--- src/rtl/dds_pkg.sv ---
// Shared types, constants and width helpers for the decimal digit square root block.
package dds_pkg;

   localparam int MAX_DIGITS_DEF = 8;

   localparam int GROUP_W   = 7;
   localparam int DIGIT_W   = 4;
   localparam int PARTIAL_W = 27;
   localparam int REMOUT_W  = 28;
   localparam int LIMIT_W   = 4;
   localparam int MUL_B_W   = 7;

   localparam logic [LIMIT_W-1:0] LIMIT_RESET = 4'd5;
   localparam logic [LIMIT_W-1:0] LIMIT_MIN   = 4'd1;
   localparam logic [GROUP_W-1:0] GROUP_MAX   = 7'd99;
   localparam logic [DIGIT_W-1:0] DIGIT_TOP   = 4'd9;
   localparam logic [DIGIT_W-1:0] DIGIT_ZERO  = 4'd0;
   localparam logic [MUL_B_W-1:0] C_HUNDRED   = 7'd100;
   localparam logic [MUL_B_W-1:0] C_TWENTY    = 7'd20;
   localparam logic [MUL_B_W-1:0] C_TEN       = 7'd10;

   typedef struct packed {
      logic [GROUP_W-1:0] pair_group;
      logic               start_req;
   } req_type;

   typedef struct packed {
      logic [DIGIT_W-1:0]   root_digit;
      logic [PARTIAL_W-1:0] partial_root;
      logic [REMOUT_W-1:0]  new_remainder;
      logic                 last;
   } rsp_type;

   // Operation applied to the shared multiplier in a given cycle
   typedef enum logic [2:0] {
      OP_NONE  = 3'd0,
      OP_LOAD  = 3'd1,
      OP_TRIAL = 3'd2,
      OP_BASE  = 3'd3,
      OP_TRY   = 3'd4,
      OP_ROOT  = 3'd5
   } dds_op_type;

   typedef struct packed {
      dds_op_type         op;
      logic               clear;
      logic [GROUP_W-1:0] group;
   } dds_ctrl_type;

   typedef struct packed {
      logic fit;
      logic rem_zero;
   } dds_stat_type;

   function automatic longint unsigned dds_pow10(input int n);
      longint unsigned v;
      v = 64'd1;
      for (int i = 0; i < n; i++) begin
         v = v * 64'd10;
      end
      return v;
   endfunction

   // Bits for a root of n decimal digits
   function automatic int dds_root_w(input int n);
      return $clog2(dds_pow10(n));
   endfunction

   // Bits for the trial value, remainder and 20*root of an n digit run
   function automatic int dds_work_w(input int n);
      return $clog2(64'd200 * dds_pow10(n - 1));
   endfunction

endpackage

--- src/rtl/decimal_digit_square_root.sv ---
// Top level: sequencer, handshakes, limit register and result register.
// Decimal square root, one root digit per base-100 group. A group is taken when the block
// is idle; the next root digit is found by trying candidates 9, 8, ... 0 on a single shared
// multiplier, one candidate per clock. Together with the trial, base and root update steps
// on the same multiplier, a group holds the block from acceptance until its result reaches
// the output register, after which the next group is taken. A group arriving without a
// start flag after the final result of a run is consumed and gives no result. A finished
// result waits in its own register, so a stalled result side only holds the block when a
// second result is ready. The digit limit register may be written at any time the block
// is idle.
module decimal_digit_square_root #(
   parameter int MAX_DIGITS = dds_pkg::MAX_DIGITS_DEF
) (
   input  logic                            clock,
   input  logic                            reset,
   input  logic                            req_valid,
   output logic                            req_stall,
   input  dds_pkg::req_type                req_data,
   output logic                            rsp_valid,
   input  logic                            rsp_stall,
   output dds_pkg::rsp_type                rsp_data,
   input  logic                            csr_valid,
   output logic                            csr_ready,
   input  logic [dds_pkg::LIMIT_W-1:0]     csr_wdata
);
   import dds_pkg::*;

   localparam int ROOT_W = dds_root_w(MAX_DIGITS);
   localparam int WORK_W = dds_work_w(MAX_DIGITS);
   localparam logic [LIMIT_W-1:0] LIMIT_MAX = LIMIT_W'(MAX_DIGITS);

   typedef enum logic [5:0] {
      S_IDLE  = 6'b000001,
      S_TRIAL = 6'b000010,
      S_BASE  = 6'b000100,
      S_TRY   = 6'b001000,
      S_ROOT  = 6'b010000,
      S_EMIT  = 6'b100000
   } dds_state_type;

   dds_state_type       state_ff, state_in;
   logic [LIMIT_W-1:0]  limit_ff, limit_in;
   logic [LIMIT_W-1:0]  done_ff, done_in;
   logic                finished_ff, finished_in;
   logic                rsp_valid_ff, rsp_valid_in;
   rsp_type             rsp_data_ff, rsp_data_in;

   dds_ctrl_type        ctrl;
   dds_stat_type        stat;
   logic [DIGIT_W-1:0]  digit;
   logic [ROOT_W-1:0]   root;
   logic [WORK_W-1:0]   rem;

   logic                req_take;
   logic                out_free;
   logic [LIMIT_W-1:0]  limit_eff;
   logic [LIMIT_W-1:0]  done_next;
   logic                last;

   dds_datapath #(
      .MAX_DIGITS (MAX_DIGITS)
   ) u_datapath (
      .clock (clock),
      .ctrl  (ctrl),
      .stat  (stat),
      .digit (digit),
      .root  (root),
      .rem   (rem)
   );

   assign req_stall = (state_ff != S_IDLE);
   assign req_take  = req_valid && !req_stall;
   assign out_free  = !rsp_valid_ff || !rsp_stall;
   assign csr_ready = (state_ff == S_IDLE);

   always_comb begin
      if (limit_ff < LIMIT_MIN) begin
         limit_eff = LIMIT_MIN;
      end else if (limit_ff > LIMIT_MAX) begin
         limit_eff = LIMIT_MAX;
      end else begin
         limit_eff = limit_ff;
      end
   end

   assign done_next = done_ff + 1'b1;
   assign last      = stat.rem_zero || (done_next >= limit_eff);

   always_comb begin
      state_in     = state_ff;
      done_in      = done_ff;
      finished_in  = finished_ff;
      rsp_valid_in = rsp_valid_ff && rsp_stall;
      rsp_data_in  = rsp_data_ff;
      limit_in     = (csr_valid && csr_ready) ? csr_wdata : limit_ff;
      ctrl.op      = OP_NONE;
      ctrl.clear   = req_data.start_req;
      ctrl.group   = req_data.pair_group;
      case (state_ff)
         S_IDLE: begin
            if (req_take) begin
               if (req_data.start_req) begin
                  done_in     = '0;
                  finished_in = 1'b0;
               end
               // drop a group that arrives outside a run
               if (req_data.start_req || !finished_ff) begin
                  ctrl.op  = OP_LOAD;
                  state_in = S_TRIAL;
               end
            end
         end
         S_TRIAL: begin
            ctrl.op  = OP_TRIAL;
            state_in = S_BASE;
         end
         S_BASE: begin
            ctrl.op  = OP_BASE;
            state_in = S_TRY;
         end
         S_TRY: begin
            ctrl.op = OP_TRY;
            if (stat.fit) begin
               state_in = S_ROOT;
            end
         end
         S_ROOT: begin
            ctrl.op  = OP_ROOT;
            state_in = S_EMIT;
         end
         S_EMIT: begin
            // hold until the result register is free
            if (out_free) begin
               rsp_valid_in              = 1'b1;
               rsp_data_in.root_digit    = digit;
               rsp_data_in.partial_root  = PARTIAL_W'(root);
               rsp_data_in.new_remainder = REMOUT_W'(rem);
               rsp_data_in.last          = last;
               done_in                   = done_next;
               finished_in               = last;
               state_in                  = S_IDLE;
            end
         end
         default: begin
            state_in = S_IDLE;
         end
      endcase
   end

   always_ff @(posedge clock) begin
      if (reset) begin
         state_ff     <= S_IDLE;
         limit_ff     <= LIMIT_RESET;
         done_ff      <= '0;
         finished_ff  <= 1'b1;
         rsp_valid_ff <= 1'b0;
      end else begin
         state_ff     <= state_in;
         limit_ff     <= limit_in;
         done_ff      <= done_in;
         finished_ff  <= finished_in;
         rsp_valid_ff <= rsp_valid_in;
      end
   end

   always_ff @(posedge clock) begin
      rsp_data_ff <= rsp_data_in;
   end

   assign rsp_valid = rsp_valid_ff;
   assign rsp_data  = rsp_data_ff;

endmodule

--- src/rtl/dds_datapath.sv ---
// Root, remainder and trial registers around one shared multiplier.
module dds_datapath #(
   parameter int MAX_DIGITS = dds_pkg::MAX_DIGITS_DEF
) (
   input  logic                                         clock,
   input  dds_pkg::dds_ctrl_type                        ctrl,
   output dds_pkg::dds_stat_type                        stat,
   output logic [dds_pkg::DIGIT_W-1:0]                  digit,
   output logic [dds_pkg::dds_root_w(MAX_DIGITS)-1:0]   root,
   output logic [dds_pkg::dds_work_w(MAX_DIGITS)-1:0]   rem
);
   import dds_pkg::*;

   localparam int ROOT_W = dds_root_w(MAX_DIGITS);
   localparam int WORK_W = dds_work_w(MAX_DIGITS);
   localparam int PROD_W = WORK_W + MUL_B_W;

   logic [ROOT_W-1:0]  root_ff, root_in;
   logic [WORK_W-1:0]  rem_ff, rem_in;
   logic [WORK_W-1:0]  trial_ff, trial_in;
   logic [WORK_W-1:0]  base_ff, base_in;
   logic [GROUP_W-1:0] group_ff, group_in;
   logic [DIGIT_W-1:0] digit_ff, digit_in;

   logic [WORK_W-1:0]  mul_a;
   logic [MUL_B_W-1:0] mul_b;
   logic [PROD_W-1:0]  prod;
   logic               fit;

   always_comb begin
      case (ctrl.op)
         OP_TRIAL: begin
            mul_a = rem_ff;
            mul_b = C_HUNDRED;
         end
         OP_BASE: begin
            mul_a = WORK_W'(root_ff);
            mul_b = C_TWENTY;
         end
         OP_TRY: begin
            mul_a = base_ff + WORK_W'(digit_ff);
            mul_b = MUL_B_W'(digit_ff);
         end
         OP_ROOT: begin
            mul_a = WORK_W'(root_ff);
            mul_b = C_TEN;
         end
         default: begin
            mul_a = '0;
            mul_b = '0;
         end
      endcase
   end

   assign prod = PROD_W'(mul_a) * PROD_W'(mul_b);
   assign fit  = (prod <= PROD_W'(trial_ff)) || (digit_ff == DIGIT_ZERO);

   always_comb begin
      root_in  = root_ff;
      rem_in   = rem_ff;
      trial_in = trial_ff;
      base_in  = base_ff;
      group_in = group_ff;
      digit_in = digit_ff;
      case (ctrl.op)
         OP_LOAD: begin
            group_in = (ctrl.group > GROUP_MAX) ? GROUP_MAX : ctrl.group;
            if (ctrl.clear) begin
               root_in = '0;
               rem_in  = '0;
            end
         end
         OP_TRIAL: begin
            trial_in = WORK_W'(prod) + WORK_W'(group_ff);
         end
         OP_BASE: begin
            base_in  = WORK_W'(prod);
            digit_in = DIGIT_TOP;
         end
         OP_TRY: begin
            // keep the first candidate from the top whose product fits
            if (fit) begin
               rem_in = trial_ff - WORK_W'(prod);
            end else begin
               digit_in = digit_ff - 1'b1;
            end
         end
         OP_ROOT: begin
            root_in = ROOT_W'(prod + PROD_W'(digit_ff));
         end
         default: begin
         end
      endcase
   end

   always_ff @(posedge clock) begin
      root_ff  <= root_in;
      rem_ff   <= rem_in;
      trial_ff <= trial_in;
      base_ff  <= base_in;
      group_ff <= group_in;
      digit_ff <= digit_in;
   end

   assign stat.fit      = fit;
   assign stat.rem_zero = (rem_ff == '0);
   assign digit         = digit_ff;
   assign root          = root_ff;
   assign rem           = rem_ff;

endmodule

--- config.mk ---
export PLATFORM = sky130hd
export DESIGN_NAME = decimal_digit_square_root
export DESIGN_NICKNAME = d
export VERILOG_FILES = /design/src/rtl/dds_pkg.sv /design/src/rtl/decimal_digit_square_root.sv /design/src/rtl/dds_datapath.sv
export SDC_FILE = /design/constraint.sdc
export NUM_CORES = 1
export LEC_CHECK = 0
export BUFFER_PORTS_ARGS = -buffer_cell sky130_fd_sc_hd__clkbuf_2
export CAP_MARGIN = 40
export CORE_ASPECT_RATIO = 0.5
export CORE_MARGIN = 1
export CORE_UTILIZATION = 51
export DETAILED_ROUTE_END_ITERATION = 10
export PLACE_DENSITY = 0.65
export SYNTH_ARGS = -nofsm -noshare
export SYNTH_HDL_FRONTEND = slang
export SYNTH_SLANG_ARGS = --single-unit
--- constraint.sdc ---
create_clock -name clock -period 14.3 [get_ports clock]
set_input_delay 0 -clock clock [delete_from_list [all_inputs] [get_ports clock]]
set_output_delay 0 -clock clock [all_outputs]
set_load 0.01 [all_outputs]
==> flow_summary_export.csv <==
group,metric,value,unit
route,first_iter_violations,1324,
clock_tree,postCtsSetupBuffers,0,
timing,hold_slack,0.0347,ns
clock_tree,ctsRootBufferMaster,"clkbuf_16",
final_layout,area_growth,11.0,%
floorplanning,die_x,271,um
floorplanning,initial_core_util,52.6,%
final_layout,most-common-layout-cells,"inv_1, edfxtp_1, nor2_1, nand2_1, fa_1",
setup_path,critical_path_arrival,12.63,ns
clock_tree,numClockSinks,207,
final_layout,fin_util,58.3,%
route,first_pass_iters,5,
power,leakage,8.78,nW
final_layout,final_common_cell,"inv_1",
yosys,synth_top_area_cell,"edfxtp_1",
yosys,synthCells,1876,
placed_design,place_congestion,0.907,
hold_path,hp-class,"input port to flop",
power,combPwrFrac,18.8,%
yosys,synthFlopType,"edfxtp_1",
timing,final-setup-viol-count,0,
final_layout,drive_above_1_share,9.29,%
timing,tightest_slew,0.977,ns
yosys,synth_warnings,0,
yosys,async_flop_share,0,%
floorplanning,die_area,0.0369,mm2
yosys,synth_seq_cells,207,
power,switching_share,28.6,%
grt,grt_max_degree,55,
setup_path,crit_top_cell,"fa_1",
grt,grt_pass1_wl,77.2,mm
clock_tree,cts_tree,"built",
clock_tree,cts_resized,0,
route,wl_per_cell,20.1,um
route,vias,14100,
timing,setup-tns-final,0,ns
setup_path,r2r_end,"u_datapath.rem[28]",
final_layout,fin_nets,2270,
timing,fmax,80.7,MHz
yosys,synth_edf_count,191,
clock_tree,clk_pin_slew,0.06,ns
clock_tree,postCtsHoldBufs,25,
placed_design,placed_area,0.0194,mm2
route,ant_nets,0,
route,wl,49.4,mm
setup_path,critPathMaxStageDelay,0.81,ns
power,total_power,1.66,mW
placed_design,post-dp-hpwl,38.9,mm
hold_path,min-delay-start,"req_data[0]",
route,drt-vias-per-instance,5.74,
setup_path,slowest_stage,"a222oi_1",
timing,slew_viol_final,0,
yosys,synth_area,0.0184,mm2
clock_tree,htree_levels,1,
power,p_sw,476,uW
timing,rsz0062_at_grt,"no",
clock_tree,cts_made_buffers,22,
setup_path,r2r_cells,36,
yosys,synth_cell_types,89,
setup_path,regToRegStartpoint,"u_datapath.digit[1]",
timing,maxSlewHeadroom,34.9,%
clock_tree,ctsLongestPathBuffers,3,
flow_run,drv_cap,0,
timing,post-route-period-util,86.7,%
yosys,ys_seq_area_share,32.9,%
timing,fin_crit,12.39,ns
grt,antenna_found_initial,1,
grt,grt_usage,27.4,%
final_layout,fin_area,0.0204,mm2
power,p_per_area,81.3,mW/mm2
setup_path,critPathKind,"flop to flop",
setup_path,worstPathRequired,14.53,ns
floorplanning,pin_count,80,
floorplanning,core_area,0.0350,mm2
hold_path,min_to,"state_ff[0]",
setup_path,critPathCaptureType,"flop",
placed_design,portBuffers,79,
yosys,yosysTopAreaCellShare,31.2,%
setup_path,worst_setup_path_start_kind,"flop",
floorplanning,rows,48,
power,pwr-share-seq,42.3,%
route,drc,0,
floorplanning,die_h,136,um
power,clockPowerShare,38.8,%
yosys,ys_top_cells_by_area,"edfxtp_1, fa_1, ha_1",
clock_tree,clkLatencyLatePin,0.53,ns
setup_path,crit_path_max_fanout,9,
outcome,status,"complete, no violations",
setup_path,rrSetupSlack,1.91,ns
timing,hold_viol,0,
power,ir_worst_vdd,0.0760,mV
timing,clock_skew,0.0140,ns
power,p_int,1.19,mW
grt,grt_pass1_vias,13500,
grt,gr-total-overflow,0,
yosys,synth_area_per_cell,9.81,um2
hold_path,whs_path_depth,4,
## routing by layer
layer	routed length, um	part of all wire (%)	vias up	GRT usage (%)
li1	-	-	6555	-
met1	22600	46	6948	40.2
met2	21900	44	538	43.1
met3	3830	7.8	57	4.12
met4	995	2.0	0	5.68
met5	0	0	-	0
## power groups by stage
stage / registers, mW / logic [mW] / clock network, mW
finish: 0.703 / 0.313 / 0.645
global route: 0.704 / 0.347 / 0.675
CTS: 0.702 / 0.311 / 0.653
detailed placement: 0.716 / 0.301 / 0
global placement: 0.716 / 0.296 / 0
floorplan: 0.706 / 0.220 / 0
## registers in the layout, indices dropped and copies added (netlist names), 4 cells and up
name                 cells
done_ff                  4
limit_ff                 4
rsp_data                60
state_ff                 6
u_datapath.base_ff      31
u_datapath.digit         4
u_datapath.group_ff      7
u_datapath.rem          31
u_datapath.root         27
u_datapath.trial_ff     31
## area by class of cell
| cell class | count | area (um2) |
|---|---|---|
| Clock buffer | 26 | 587 |
| Fill cell | 3090 | 14600 |
| Clock inverter | 13 | 203 |
| Multi-Input combinational cell | 1364 | 11200 |
| Antenna cell | 1 | 2.50 |
| Timing Repair Buffer | 125 | 838 |
| Inverter | 246 | 923 |
| Sequential cell | 207 | 6060 |
| Tap cell | 475 | 594 |
## worst max path at each step
stage,startpoint,end,slack (ns),depth (start not counted)
5_1_grt,u_datapath.digit[0],u_datapath.rem[25],1.62,37
3_5_place_dp,u_datapath.digit[1],u_datapath.rem[23],2.49,36
4_1_cts,u_datapath.digit[1],u_datapath.rem[28],2.42,36
6_report,u_datapath.digit[1],u_datapath.rem[28],1.91,36
3_3_place_gp,u_datapath.digit[1],u_datapath.rem[30],2.08,36
2_1_floorplan,state_ff[5],u_datapath.rem[0],2.83,33
## through the flow
stage                     instances  setup slack, ns
final                          2457             1.91
after global routing           2456             1.62
after CTS                      2456             2.42
after detailed placement       2392             2.49
after global placement         2389             2.08
after floorplan                1878             2.83
## cells in the mapped netlist, types with 48 or more instances
cell type and instances:
a21oi_1 85, ha_1 140, o21ai_0 52, inv_1 240, and2_1 52, nand2_1 156
clkbuf_1 48, fa_1 147, nand3_1 51, a21o_1 56, nor2_1 181, edfxtp_1 191
xnor2_1 86
## worst max-delay path, delay by kind of cell, from the launching register on
family | cells | cell delay [ns]
fa+ha+maj | 7 | 3.37
buf+inv | 5 | 0.54
flops | 1 | 0.51
compound gates | 15 | 4.99
xor+xnor | 2 | 0.69
simple gates | 7 | 1.93
## kinds of logic (layout without fill, tap and decap cells)
logic type               after synthesis  after routing  synth area share [%]
adder cells (fa/ha/maj)              287            287                  25.5
flip-flops                           207            207                  32.9
buffers and inverters                307            410                  6.33
AND/OR/NAND/NOR                      619            619                  16.7
AO/OA/AOI/OAI                        321            321                  11.8
multiplexers                           4              4                 0.224
other                                  2              5                0.0408
XOR/XNOR                             129            129                  6.44
Note: power is estimated with default switching activity, not from simulation.
